File: config.mk
export PLATFORM = sky130hd
export DESIGN_NAME = crc_isqrt
export DESIGN_NICKNAME = d
export VERILOG_FILES = /design/src/rtl/core/crc_pkg.sv /design/src/rtl/core/crc_isqrt.sv
export SDC_FILE = /design/constraint.sdc
export NUM_CORES = 1
export LEC_CHECK = 0
export ABC_CLOCK_PERIOD_IN_PS = 5100
export BUFFER_PORTS_ARGS = -buffer_cell sky130_fd_sc_hd__buf_2
export CAP_MARGIN = 5
export CORE_MARGIN = 1.5
export CORE_UTILIZATION = 40
export CTS_BUF_LIST = sky130_fd_sc_hd__clkbuf_16
export CTS_CLUSTER_DIAMETER = 30
export CTS_CLUSTER_SIZE = 8
export DETAILED_ROUTE_END_ITERATION = 6
export SLEW_MARGIN = 20
export SYNTH_ARGS = -nofsm -noshare
export SYNTH_HDL_FRONTEND = slang
export SYNTH_SLANG_ARGS = --single-unit
File: constraint.sdc
create_clock -name clk -period 5.1 [get_ports clk]
set_input_delay 1.02 -clock clk [delete_from_list [all_inputs] [get_ports clk]]
set_output_delay 1.02 -clock clk [all_outputs]
set_load 0.1 [all_outputs]
File: src/rtl/core/crc_pkg.sv
`timescale 1ns / 1ps
package crc_pkg;

  localparam int SQRT_STAGES = 17;
  localparam int DIV_STAGES  = 34;
  localparam int TAIL_DEPTH  = DIV_STAGES + SQRT_STAGES;

  localparam logic [1:0] SIDE_NORTH = 2'd0;
  localparam logic [1:0] SIDE_SOUTH = 2'd1;
  localparam logic [1:0] SIDE_WEST  = 2'd2;
  localparam logic [1:0] SIDE_EAST  = 2'd3;

  typedef struct packed {
    logic        valid;
    logic        hit;
    logic [14:0] rad;
    logic [1:0]  side;
    logic        neg_x;
    logic        neg_y;
    logic [35:0] cx2;
    logic [35:0] cy2;
    logic [35:0] s;
    logic [32:0] d2;
  } front_t;

  typedef struct packed {
    logic        valid;
    logic        hit;
    logic [17:0] depth;
    logic [1:0]  side;
    logic        neg_x;
    logic        neg_y;
    logic [35:0] cx2;
    logic [35:0] cy2;
    logic [35:0] s;
  } depth_t;

  typedef struct packed {
    logic        valid;
    logic        hit;
    logic [17:0] depth;
    logic [1:0]  side;
    logic        flip_x;
    logic        flip_y;
    logic        s_zero;
  } tail_t;

endpackage

File: src/rtl/core/crc_isqrt.sv
`timescale 1ns / 1ps
module crc_isqrt (
  input  logic        clk,
  input  logic        en,
  input  logic [33:0] n,
  output logic [16:0] root,
  output logic        rem_nz
);

  localparam int N = crc_pkg::SQRT_STAGES;

  logic [33:0] rest [N];
  logic [18:0] rem  [N];
  logic [16:0] rt   [N];

  genvar k;
  generate
    for (k = 0; k < N; k++) begin : g_stage
      logic [33:0] rest_in;
      logic [18:0] rem_in;
      logic [16:0] rt_in;
      logic [19:0] r2;
      logic [19:0] trial;
      logic        ge;
      if (k == 0) begin : g_first
        assign rest_in = n;
        assign rem_in  = '0;
        assign rt_in   = '0;
      end else begin : g_next
        assign rest_in = rest[k-1];
        assign rem_in  = rem[k-1];
        assign rt_in   = rt[k-1];
      end
      assign r2    = {rem_in[17:0], rest_in[33:32]};
      assign trial = {1'b0, rt_in, 2'b01};
      assign ge    = r2 >= trial;
      always_ff @(posedge clk) begin
        if (en) begin
          rest[k] <= {rest_in[31:0], 2'b00};
          rem[k]  <= ge ? 19'(r2 - trial) : r2[18:0];
          rt[k]   <= {rt_in[15:0], ge};
        end
      end
    end
  endgenerate

  assign root   = rt[N-1];
  assign rem_nz = rem[N-1] != '0;

endmodule

* After elaboration in Yosys (flattened, before gate mapping)
Memories as Yosys holds them, arrays and structs flattened.
Cells that the tools add are included.
W data, S select, Z words.
** Operators by class
- $add $sub $neg :: 17
- Order comparisons :: 17
- Muxes and demuxes :: 19
- Reductions and logical operators :: 1
** Operators by type and width (count)
- $mux W19 :: 17
- $ge A20 B19 Y1 :: 16
- $sub A19 B19 Y19 :: 16
- $reduce_bool A19 Y1 :: 1
- $sub A2 B1 Y3 const B :: 1
- $ge A2 B1 Y1 const B :: 1
- $mux W1 :: 2
** Word-level totals
- Register bits after elaboration :: 0
- RAM bits :: 1156
- Memories :: 3
** Memories
- rest :: words 17, bits a word 32, read ports 16, clocked after memory_dff 0, write ports 17, RTL line crc_isqrt.sv:12 : logic [33:0] rest [N];
- rem :: words 17, bits a word 19, read ports 17, clocked after memory_dff 0, write ports 17, RTL line crc_isqrt.sv:13 : logic [18:0] rem [N];
- rt :: words 17, bits a word 17, read ports 17, clocked after memory_dff 0, write ports 17, RTL line crc_isqrt.sv:14 : logic [16:0] rt [N];

* Longest topological paths before layout
An unclocked memory read counts as a cell.
- Depth after elaboration :: 3
- Depth in mapped cells :: 12

* Least setup slack after synthesis
OpenSTA, ideal clock, no wires.
- Kind :: reg-to-reg
- Start point :: memory rem[15][1] (netlist: rem[1][134])
- End point :: memory rem[16][11] (netlist: rem[2][11]) (data pin)
- Library setup time :: 0.260 ns
- Data arrival time :: 2.477 ns
- Required time :: 4.840 ns
- Setup slack :: 2.363 ns
- Stages on the path, launching flop included :: 11
- Buffers on the path :: 2
- Cell sequence :: edfxtp_1 ha_1 o21ai_1 a21oi_1 nor4_2 o31ai_2 o22a_1 or3b_1 buf_4 buf_6 mux2_4
** RTL lines (RTL line)
- from (decl) :: crc_isqrt.sv:13

==> impl_metrics.csv <==
group,metric,value,unit
run_status,outcome,"completed",
grt,use_met3,0.03436,
grt,grt_pass1_wl,99600,µm
setup_path,cp_max_fo,1,
clock_tree,numCtsBuffers,155,
die,die_w,291.0,µm
clock_tree,cts_setup_buffers,0,
clock_tree,cts_sinks,712,
sta,min_period_over_period,0.7379,
min_path,min_path_type,"reg2reg",
setup_path,crit_end,"rem_nz",
placement,portBuffers,53,
grt,antenna_found_initial,1,
power,combPwrFrac,0.145,
power,internal_power,15260,µW
yosys,synth-main-ff-cell,"edfxtp_1",
yosys,synth_area_leaders,"edfxtp_1, ha_1, xor2_1",
clock_tree,htreeDepth,4,
die,pin_count,54,
sta,slew_viol_final,0,
yosys,synth.yosys.seq_area_share,0.6443,
setup_path,cp.required,4080,ps
routing,drc,0,
setup_path,cp.arrival,2740,ps
grt,grt_pass1_vias,20475,
yosys,postSynthCellCount,2527,
final_layout,antenna_cells,0,
die,die-area,84700,µm²
yosys,synth-edff-count,712,
power,power-per-cell-area,512.1,nW/µm²
routing,post_drt_wl_per_cell,15.54,µm
setup_path,slowest_stage,"nor4_1",
yosys,synth.distinct_cells,86,
yosys,yosysTopAreaCellShare,0.6443,
setup_path,worst-path-buf-inv,1,
clock_tree,path_clk_slew,50,ps
power,p_leak,0.01559,µW
die,rows,105,
setup_path,startpoint,"rem[2][1]$_DFFE_PP_",
sta,finalHoldViolCount,0,
power,switching_power,5313,µW
yosys,ys_top_cells_by_count,"edfxtp_1, inv_1, ha_1, nor2_1, nand2_1",
sta,fin_crit,3763,ps
power,clkPwrFrac,0.476,
setup_path,cp.depth,4,
sta,fmax,265.7,MHz
power,p_sw_frac,0.2582,
yosys,yosys_warnings,0,
setup_path,cp-start-kind,"flip-flop",
die,die_h,291.0,µm
grt,grt-ovfl-total,0,
yosys,syn-num-nets,2736,
setup_path,r2r-start,"rem[1][133]$_DFFE_PP_",
setup_path,worst_setup_path_end_kind,"output port",
final_layout,final_util,0.4894,
placement,dpl_worst_slack,1406,ps
grt,grt-busiest-layer,"met2",
setup_path,cpPeakStageDelay,580,ps
die,start_util,0.4042,
final_layout,area_growth,21.09,%
sta,setup_ws,1337,ps
grt,grt_usage,0.1441,
min_path,worstHoldStart,"rest[0][83]$_DFFE_PP_",
clock_tree,ctsResizeCount,0,
routing,vias,20087,
routing,ant_nets,0,
yosys,synth-seq-cells,712,
routing,dr.pass1.iters,5,
sta,setup_violations,0,
yosys,synth.most_common_cell,"edfxtp_1",
placement,gp_congestion,0.8754,
yosys,syn-cell-area,33190,µm²
final_layout,nNetsFinal,2925,
flow_run,maxCapViolCount,0,
setup_path,cp_top_family,"simple AND/OR/NAND/NOR gates",
power,vdd_drop_max,0.2873,mV
power,sequentialPowerShare,0.379,
grt,use_met1,0.1765,
routing,dr.first_iter.drc_count,1284,
clock_tree,cts_hold_buf,0,
sta,fin_worst_skew,58.46,ps
die,core-area,82110,µm²
clock_tree,tritoncts,"yes",
routing,viasPerCell,5.144,
routing,finalWirelength,60690,µm
clock_tree,root_buffer,"clkbuf_16",
setup_path,rr_endpoint,"rem[2][8]$_DFFE_PP_",
setup_path,worstRegToRegCells,8,
power,power,20580,µW
yosys,async_reset_ff_frac,0,
setup_path,path_class,"reg2out",
final_layout,drive_above_1_share,0.1263,
placement,hpwl,42300,µm
setup_path,critical_path.cell_chain,"nor4_1, nand4_1, or4_1, buf_2",
sta,rsz0062_at_grt,"false",
grt,gr-usage-met2,0.2427,
setup_path,r2r_slack,1710,ps
yosys,yosys.area.top_type,"edfxtp_1",
yosys,avgSynthCellArea,13.13,µm²
clock_tree,insertion_delay,730,ps
clock_tree,cts_buffer_depth,3,
sta,tightest_slew,949.8,ps
grt,grt_max_degree,117,
sta,relSlewSlack,0.3634,
sta,fin_setup_tns,0,ps
power groups by stage:
stage | logic (µW) | registers [µW] | clock network [µW]
3_5_place_dp | 2960 | 7890 | 0
6_report | 2990 | 7800 | 9800
2_1_floorplan | 2200 | 7790 | 0
4_1_cts | 2980 | 7800 | 10000
5_1_grt | 3320 | 7870 | 10300
3_3_place_gp | 2870 | 7880 | 0
worst min path at each step:
| stage | endpoint | slack (ps) | depth (start not counted) |
|---|---|---|---|
| floorplan | rest[0][102]$_DFFE_PP_ | 400 | 0 |
| global placement | rest[0][60]$_DFFE_PP_ | 400 | 0 |
| detailed placement | rest[0][109]$_DFFE_PP_ | 400 | 0 |
| CTS | rest[0][24]$_DFFE_PP_ | 390 | 1 |
| global route | rest[0][31]$_DFFE_PP_ | 400 | 1 |
| finish | rest[0][117]$_DFFE_PP_ | 410 | 0 |
sequential cells by signal, summed over array words and instances, names as in the netlist:
| name | flops |
|---|---|
| rem | 287 |
| rest | 272 |
| rt | 153 |
metal layers:
metal / vias to the layer above / wire length, µm
li1: 9834 / -
met1: 9591 / 26700
met2: 518 / 29380
met3: 144 / 2981
met4: 0 / 1629
met5: - / 0
per-stage QoR:
| stage | hold WS (ps) | area (µm²) | cells |
|---|---|---|---|
| after detailed placement | 404.5 | 34870 | 3629 |
| after global placement | 400.9 | 34870 | 3629 |
| after floorplan | 400.3 | 33190 | 2527 |
| after CTS | 387.8 | 40180 | 3905 |
| final | 407.4 | 40180 | 3905 |
| after global routing | 402.0 | 40180 | 3905 |
cells by family (layout without fill, tap and decap cells):
family | count (synthesis) | after routing | share of synthesized area
AOI/OAI and AO/OA | 494 | 494 | 0.09249
xor gates and xnor gates | 208 | 208 | 0.05490
adders and majority gates | 173 | 173 | 0.06523
buffers and inverters | 243 | 551 | 0.02816
DFF | 712 | 712 | 0.6443
muxes | 48 | 48 | 0.01685
other | 1 | 1 | 0.0001130
and+or+nand+nor | 648 | 648 | 0.09799
layout by cell type (no fill, tap or decap), types with 19 or more instances in the layout:
master / instances
nand4_1: 23
nand2b_1: 31
clkinv_1: 28
clkinv_2: 19
nor2_1: 173
a21o_1: 31
xor2_1: 114
clkbuf_16: 156
o31ai_1: 21
ha_1: 173
nand2_1: 163
mux2_1: 25
edfxtp_1: 712
a21oi_1: 148
xnor2_1: 94
buf_2: 52
o21ai_1: 58
bufinv_16: 20
nor4_1: 39
o21a_1: 34
nor3_1: 64
nand3_1: 25
nor2b_1: 24
inv_1: 218
o21ai_0: 86
final cells by class:
class	count	area, µm²
clock inverter	120	1414
timing repair buffer	68	475.5
fill	6959	41930
multi-input combinational	1572	10900
inverter	207	777.0
sequential	712	21380
tap	1070	1339
clock buffer	156	3904
Note: power is estimated with default switching activity, not from simulation.
