<file path="config.mk">
export PLATFORM = sky130hd
export DESIGN_NAME = crc_front
export DESIGN_NICKNAME = d
export VERILOG_FILES = /design/src/rtl/core/crc_pkg.sv /design/src/rtl/core/crc_front.sv
export SDC_FILE = /design/constraint.sdc
export NUM_CORES = 2
export LEC_CHECK = 0
export BUFFER_PORTS_ARGS = -buffer_cell sky130_fd_sc_hd__buf_4
export CORE_UTILIZATION = 41
export CTS_BUF_LIST = sky130_fd_sc_hd__clkbuf_2
export DETAILED_ROUTE_END_ITERATION = 7
export SLEW_MARGIN = 20
export SYNTH_ARGS = -nofsm -noshare
export SYNTH_HDL_FRONTEND = slang
export SYNTH_SLANG_ARGS = --single-unit
</file>
<file path="constraint.sdc">
create_clock -name clk -period 18.1 [get_ports clk]
set_clock_uncertainty 0.05 [all_clocks]
set_input_delay 2.715 -clock clk [delete_from_list [all_inputs] [get_ports clk]]
set_output_delay 2.715 -clock clk [all_outputs]
set_load 0.02 [all_outputs]
</file>
<file path="src/rtl/core/crc_pkg.sv">
`timescale 1ns / 1ps
package crc_pkg;

  localparam int SQRT_STAGES = 17;
  localparam int DIV_STAGES  = 34;
  localparam int TAIL_DEPTH  = DIV_STAGES + SQRT_STAGES;

  localparam logic [1:0] SIDE_NORTH = 2'd0;
  localparam logic [1:0] SIDE_SOUTH = 2'd1;
  localparam logic [1:0] SIDE_WEST  = 2'd2;
  localparam logic [1:0] SIDE_EAST  = 2'd3;

  typedef struct packed {
    logic        valid;
    logic        hit;
    logic [14:0] rad;
    logic [1:0]  side;
    logic        neg_x;
    logic        neg_y;
    logic [35:0] cx2;
    logic [35:0] cy2;
    logic [35:0] s;
    logic [32:0] d2;
  } front_t;

  typedef struct packed {
    logic        valid;
    logic        hit;
    logic [17:0] depth;
    logic [1:0]  side;
    logic        neg_x;
    logic        neg_y;
    logic [35:0] cx2;
    logic [35:0] cy2;
    logic [35:0] s;
  } depth_t;

  typedef struct packed {
    logic        valid;
    logic        hit;
    logic [17:0] depth;
    logic [1:0]  side;
    logic        flip_x;
    logic        flip_y;
    logic        s_zero;
  } tail_t;

endpackage

</file>
<file path="src/rtl/core/crc_front.sv">
`timescale 1ns / 1ps
module crc_front (
  input  logic                clk,
  input  logic                rst,
  input  logic                en,
  input  logic                valid,
  input  logic signed [15:0]  circle_x,
  input  logic signed [15:0]  circle_y,
  input  logic        [14:0]  circle_radius,
  input  logic signed [15:0]  rect_left,
  input  logic signed [15:0]  rect_top,
  input  logic        [14:0]  rect_width,
  input  logic        [14:0]  rect_height,
  output crc_pkg::front_t     front
);

  logic signed [17:0] cx, cy, left, top, right, bottom, nx, ny, dx, dy;
  logic signed [18:0] vx_c, vy_c;
  logic        [15:0] ax_c, ay_c;
  logic        [1:0]  side_c;

  always_comb begin
    cx     = 18'(circle_x);
    cy     = 18'(circle_y);
    left   = 18'(rect_left);
    top    = 18'(rect_top);
    right  = left + $signed({3'b000, rect_width});
    bottom = top + $signed({3'b000, rect_height});
    nx = (cx < left) ? left : ((cx > right) ? right : cx);
    ny = (cy < top) ? top : ((cy > bottom) ? bottom : cy);
    dx = cx - nx;
    dy = cy - ny;
    ax_c = dx[17] ? 16'(-dx) : dx[15:0];
    ay_c = dy[17] ? 16'(-dy) : dy[15:0];
    vx_c = 19'(cx) * 19'sd2 - (19'(left) * 19'sd2 + $signed({4'b0000, rect_width}));
    vy_c = 19'(cy) * 19'sd2 - (19'(top) * 19'sd2 + $signed({4'b0000, rect_height}));
    priority if (cy < top) begin
      side_c = crc_pkg::SIDE_NORTH;
    end else if (cy > bottom) begin
      side_c = crc_pkg::SIDE_SOUTH;
    end else if (cx < left) begin
      side_c = crc_pkg::SIDE_WEST;
    end else begin
      side_c = crc_pkg::SIDE_EAST;
    end
  end

  // stage 1: clamp and offsets
  logic               v1;
  logic        [15:0] ax, ay;
  logic signed [18:0] vx, vy;
  logic        [14:0] rad1;
  logic        [1:0]  side1;

  always_ff @(posedge clk) begin
    if (rst) begin
      v1 <= 1'b0;
    end else if (en) begin
      v1 <= valid;
    end
    if (en) begin
      ax    <= ax_c;
      ay    <= ay_c;
      vx    <= vx_c;
      vy    <= vy_c;
      rad1  <= circle_radius;
      side1 <= side_c;
    end
  end

  // stage 2: squares
  logic        [17:0] mx, my;
  logic               v2;
  logic        [31:0] ax2, ay2;
  logic        [29:0] r2;
  logic        [35:0] vx2, vy2;
  logic               neg_x2, neg_y2;
  logic        [14:0] rad2;
  logic        [1:0]  side2;

  assign mx = vx[18] ? 18'(-vx) : vx[17:0];
  assign my = vy[18] ? 18'(-vy) : vy[17:0];

  always_ff @(posedge clk) begin
    if (rst) begin
      v2 <= 1'b0;
    end else if (en) begin
      v2 <= v1;
    end
    if (en) begin
      ax2    <= ax * ax;
      ay2    <= ay * ay;
      r2     <= rad1 * rad1;
      vx2    <= mx * mx;
      vy2    <= my * my;
      neg_x2 <= vx[18];
      neg_y2 <= vy[18];
      rad2   <= rad1;
      side2  <= side1;
    end
  end

  // stage 3: sums and hit test
  logic [32:0] d2_c;
  assign d2_c = {1'b0, ax2} + {1'b0, ay2};

  always_ff @(posedge clk) begin
    if (rst) begin
      front.valid <= 1'b0;
    end else if (en) begin
      front.valid <= v2;
    end
    if (en) begin
      front.hit   <= d2_c < {3'b000, r2};
      front.rad   <= rad2;
      front.side  <= side2;
      front.neg_x <= neg_x2;
      front.neg_y <= neg_y2;
      front.cx2   <= vx2;
      front.cy2   <= vy2;
      front.s     <= vx2 + vy2;
      front.d2    <= d2_c;
    end
  end

endmodule

</file>
; Word level (Yosys, flattened, before mapping)
; Index checks and enable logic that the tools add are counted.
[totals]
ff_bits = 436
output_inout_bits = 162
elab_cells = 63
[classes]
n_addsub = 14
n_mul = 5
order_cmp = 5
n_mux = 10
reduce_logical = 1
[op_table]
columns = op, count
row1 = $mux 18, 6
row2 = $mul 18x18->36, 2
row3 = $mul 16x16->32, 2
row4 = $sub 17x18->19, 2
row5 = $add 17x16->18, 2
row6 = $add 36x36->36, 1
row7 = $neg 18->18, 2
row8 = $sub 16x18->18, 2
row9 = $add 16x16->17, 2
row10 = $gt 16x17->1, 2
row11 = $add 32x32->33, 1
row12 = $lt 33x30->1, 1
row13 = $lt 16x16->1, 2
row14 = $mux 16, 2
row15 = $neg 16->16, 2
row16 = $mul 15x15->30, 1
row17 = $mux 1, 2
row18 = $reduce_or 2->1, 1

; Longest topological paths before layout
[logic_depth]
word_depth = 7
ltp_mapped = 34
ltp_nobuf = 32

; Least setup slack after synthesis
; Ideal clock, no wire load.
[synth_timing]
path_kind = input-to-reg
from = input port rect_left[0]
to = register ax[15], data pin
arrival_time_ns = 9.092
required_time_ns = 17.790
setup_slack_ns = 8.697
cell_stages = 34
path_buffers = 2
cell_sequence = ha_1 fa_1 a21o_1 a21oi_1 o21bai_1 a21oi_1 o21bai_1 a211oi_1 xor2_1 ha_1 a21oi_1 nor2b_1 o21ai_0 nand2b_1 a211oi_1 a21oi_1 o221ai_1 a31o_2 clkbuf_1 buf_2 mux2i_1 a21oi_1 ha_1 fa_1 nor2b_1 o21a_1 o21a_1 nor2_1 or3_1 nor2_1 nand4_1 nor4bb_1 a31oi_1 xnor2_1
[synth_via]
elab_chain_len = 7
elab_cells_between_ends = 8
[synth_lines]
columns = item, line
row1 = start: declaration, crc_front.sv:10  ; input logic signed [15:0] rect_left,
row2 = $add 16x16->17, crc_front.sv:27  ; right = left + $signed({3'b000, rect_width});
row3 = $gt 16x17->1, crc_front.sv:29  ; nx = (cx < left) ? left : ((cx > right) ? right : cx);
row4 = $mux 18, crc_front.sv:29
row5 = $mux 18 *, crc_front.sv:29
row6 = $sub 16x18->18 *, crc_front.sv:31  ; dx = cx - nx;
row7 = $neg 16->16, crc_front.sv:33  ; ax_c = dx[17] ? 16'(-dx) : dx[15:0];
row8 = $mux 16 *, crc_front.sv:33
row9 = net ax_c[15], crc_front.sv:19  ; logic [15:0] ax_c, ay_c;
row10 = end signal: assignment, crc_front.sv:62  ; ax <= ax_c;
row11 = end: declaration, crc_front.sv:50  ; logic [15:0] ax, ay;
; Mark *: on every way through the listed nets, which the timed path passes. The rest lies on a longest branch.
; A chain may end at the register's enable or synchronous reset.

; Worst setup path after layout
[layout_timing]
from = register vx[0]
to = register vx2[33], data pin
[layout_via]
elab_chain_len = 3
[layout_lines]
columns = item, line
row1 = start: declaration, crc_front.sv:51  ; logic signed [18:0] vx, vy;
row2 = start signal: assignment, crc_front.sv:64  ; vx <= vx_c;
row3 = $neg 18->18, crc_front.sv:81  ; assign mx = vx[18] ? 18'(-vx) : vx[17:0];
row4 = $mux 18 *, crc_front.sv:81
row5 = $mul 18x18->36 *, crc_front.sv:94  ; vx2 <= mx * mx;
row6 = end signal: assignment, crc_front.sv:94
row7 = end: declaration, crc_front.sv:76  ; logic [35:0] vx2, vy2;
; Every way passes the cells marked *; elsewhere a longest branch is shown, timed or not.

==> flow_summary.yaml <==
run_status:
  status: "complete, no violations"
grt:
  grt-ovfl-total: 0
  grtUsageTotal: 0.209
  pin_count_of_the_biggest_net_entering_global_routing: 114
  first_global_vias: 46900
  grt_antenna_before_repair: 8
  grt_first_pass_wirelength_um: 250000
layout:
  layout-area-overhead-vs-synth_pct: 9.19
  layout_cells_sized_above_1: 0.0864
  final_net_count: 8485
  mostFrequentLayoutCell: "sky130_fd_sc_hd__inv_1"
  layout.cells.most_common_list: "sky130_fd_sc_hd__inv_1, sky130_fd_sc_hd__fa_1, sky130_fd_sc_hd__ha_1"
floorplan:
  die_h_um: 392
  rows: 142
  core_area_um2: 150000
  io-pin-count: 275
  die_width_um: 392
  die-area_um2: 154000
  initial_utilization: 0.415
critical_path:
  crit-reg2reg-capture: "vx2[33]$_DFFE_PP_"
  cpPeakStageDelay_ns: 0.65
  cp-startpoint: "vx[0]$_DFFE_PP_"
  critPathArrivalTime_ns: 10.93
  worstSetupPathType: "reg -> reg"
  r2r_start: "vx[0]$_DFFE_PP_"
  worst-r2r-cell-count: 29
  cp_slowest_cell: "sky130_fd_sc_hd__a221oi_1"
  worst_setup_path_end_kind: "flip-flop"
  setup.worst_path.start_class: "flip-flop"
  worst_r2r_setup_slack_ns: 8.33
  timing.critical_path.fanout_max: 13
  crit_required_ns: 19.26
clock_network:
  cts_tree: "yes"
  post_cts_setup_buffers: 0
  clock-sinks: 428
  post_cts_resized: 0
  cts.root.buffer_cell: "sky130_fd_sc_hd__clkbuf_2"
  ctsHoldBuffers: 0
  htreeDepth: 4
  worst_setup_hold_path_clk_slew_ns: 0.12
  cts_max_path_buffers: 3
  worst_skew_pair.late_latency_ns: 1.45
  cts_made_buffers: 131
detailed_routing:
  drt.antenna.violating_nets: 0
  wl_um: 156000
  route.detailed.drc: 0
  viasPerCell: 5.02
  drt_first_pass_iters: 6
  count_of_vias_placed_by_the_detailed_router: 44100
  wl_per_cell_um: 17.8
  drt-initial-drc-count: 2172
synthesis:
  synth_top_flop_cell: "sky130_fd_sc_hd__edfxtp_1"
  ys_async_sr_fraction: 0
  post_synth_edffs: 425
  synthCells: 6320
  synth-seq-cells: 428
  synth_area_per_cell_um2: 9.88
  mappedNetlistArea_um2: 62500
  synth_seq_area_share: 0.205
  yosysUniqueCellTypes: 81
  yosys_warnings: 0
sta:
  totalNegativeSetupSlack_ns: 0
  hold_viol: 0
  max_freq_mhz: 102
  setup_repair_after_global_routing_missed_its_margin: "false"
  period_minus_slack_ns: 9.77
  relSlewSlack: 0.224
  final-max-slew-violation-count: 0
  min_period_over_period: 0.540
  tightest_slew_ns: 1.16
  timing.final.setup_violations: 0
min_path:
  worst_hold_path.endpoint: "front[141]$_DFFE_PP_"
  hold_start: "neg_y2$_DFFE_PP_"
  worstHoldPathType: "reg -> reg"
  worst_hold_path.num_cells: 0
placement:
  gpl.final_weighted_congestion: 0.913
  numPortBuffers: 272
  detailed_place_hpwl_um: 130000
flow_run:
  maximum_capacitance_violations: 0
==> worst max path at each step <==
stage / to / slack, ns / cells after the start
6_report: vx2[33]$_DFFE_PP_ / 8.33 / 29
5_1_grt: vx2[32]$_DFFE_PP_ / 7.86 / 30
4_1_cts: vx2[32]$_DFFE_PP_ / 8.31 / 30
3_5_place_dp: ay[15]$_DFFE_PP_ / 7.56 / 32
3_3_place_gp: ay[15]$_DFFE_PP_ / 7.72 / 32
2_1_floorplan: ax[15]$_DFFE_PP_ / 8.70 / 34
==> worst max-delay path, delay by kind of cell (launching register included) <==
family | cells | cell delay [ns]
XOR/XNOR | 1 | 0.14
flip-flops | 1 | 0.61
adder cells (fa/ha/maj) | 8 | 3.62
buffers and inverters | 7 | 1.16
AO/OA/AOI/OAI | 7 | 2.53
AND/OR/NAND/NOR | 6 | 1.39
==> area by class of cell <==
| type | count | area, um2 |
|---|---|---|
| antenna | 10 | 25.0 |
| fill | 14500 | 82300 |
| inverter | 1474 | 5530 |
| timing repair buffer | 319 | 2400 |
| clock buffer | 178 | 891 |
| tap | 2016 | 2520 |
| clock inverter | 48 | 275 |
| multi-input combinational | 4312 | 43700 |
| sequential | 428 | 12800 |
==> metrics by stage <==
stage | cells | setup WS (ns) | hold WS, ns | area, um2 | utilization
floorplan | 6321 | 8.70 | 0.350 | 62500 | -
global placement | 8549 | 7.72 | 0.351 | 67000 | 0.445
detailed placement | 8549 | 7.56 | 0.355 | 67000 | 0.445
CTS | 8775 | 8.31 | 0.367 | 68200 | 0.453
global route | 8781 | 7.86 | 0.372 | 68200 | 0.453
finish | 8785 | 8.33 | 0.342 | 68200 | 0.453
==> layer usage <==
layer  track usage  wire, um
met5             0        31
met4        0.0837      5720
met3        0.0333      8300
met2         0.362     77600
met1         0.259     64600
==> logic make-up after synthesis <==
group,Yosys count,share of synthesized area
buffers and inverters,1581,0.0952
DFF,428,0.205
other,1,0.0000600
muxes,43,0.00701
AOI/OAI and AO/OA,799,0.0829
and+or+nand+nor,1406,0.106
xor gates and xnor gates,356,0.0502
adders and majority gates,1706,0.454
==> Yosys cell counts, types with 37 or more instances <==
cell type / n / area share
sky130_fd_sc_hd__a21o_1: 126 / 0.015
sky130_fd_sc_hd__a21oi_1: 231 / 0.019
sky130_fd_sc_hd__and2_1: 174 / 0.017
sky130_fd_sc_hd__clkbuf_1: 103 / 0.0062
sky130_fd_sc_hd__edfxtp_1: 425 / 0.20
sky130_fd_sc_hd__fa_1: 933 / 0.30
sky130_fd_sc_hd__ha_1: 773 / 0.15
sky130_fd_sc_hd__inv_1: 1455 / 0.087
sky130_fd_sc_hd__mux2i_1: 37 / 0.0059
sky130_fd_sc_hd__nand2_1: 413 / 0.025
sky130_fd_sc_hd__nand2b_1: 46 / 0.0046
sky130_fd_sc_hd__nand3_1: 63 / 0.0050
sky130_fd_sc_hd__nor2_1: 430 / 0.026
sky130_fd_sc_hd__nor2b_1: 58 / 0.0058
sky130_fd_sc_hd__nor3_1: 65 / 0.0052
sky130_fd_sc_hd__o21a_1: 52 / 0.0062
sky130_fd_sc_hd__o21ai_0: 118 / 0.0095
sky130_fd_sc_hd__xnor2_1: 228 / 0.032
sky130_fd_sc_hd__xor2_1: 126 / 0.018
==> flip-flops by register name, summed over array words and instances (netlist names), 2 cells and up <==
name and cells:
side1 2, vy 19, vy2 35, vx2 35
r2 29, rad2 14, ax2 31, vx 19
rad1 15, front 160, ax 16, side2 2
ay2 31, ay 16
Power is not shown: default switching activity piles up to over one toggle a cycle in this logic, so the estimate is an artifact.
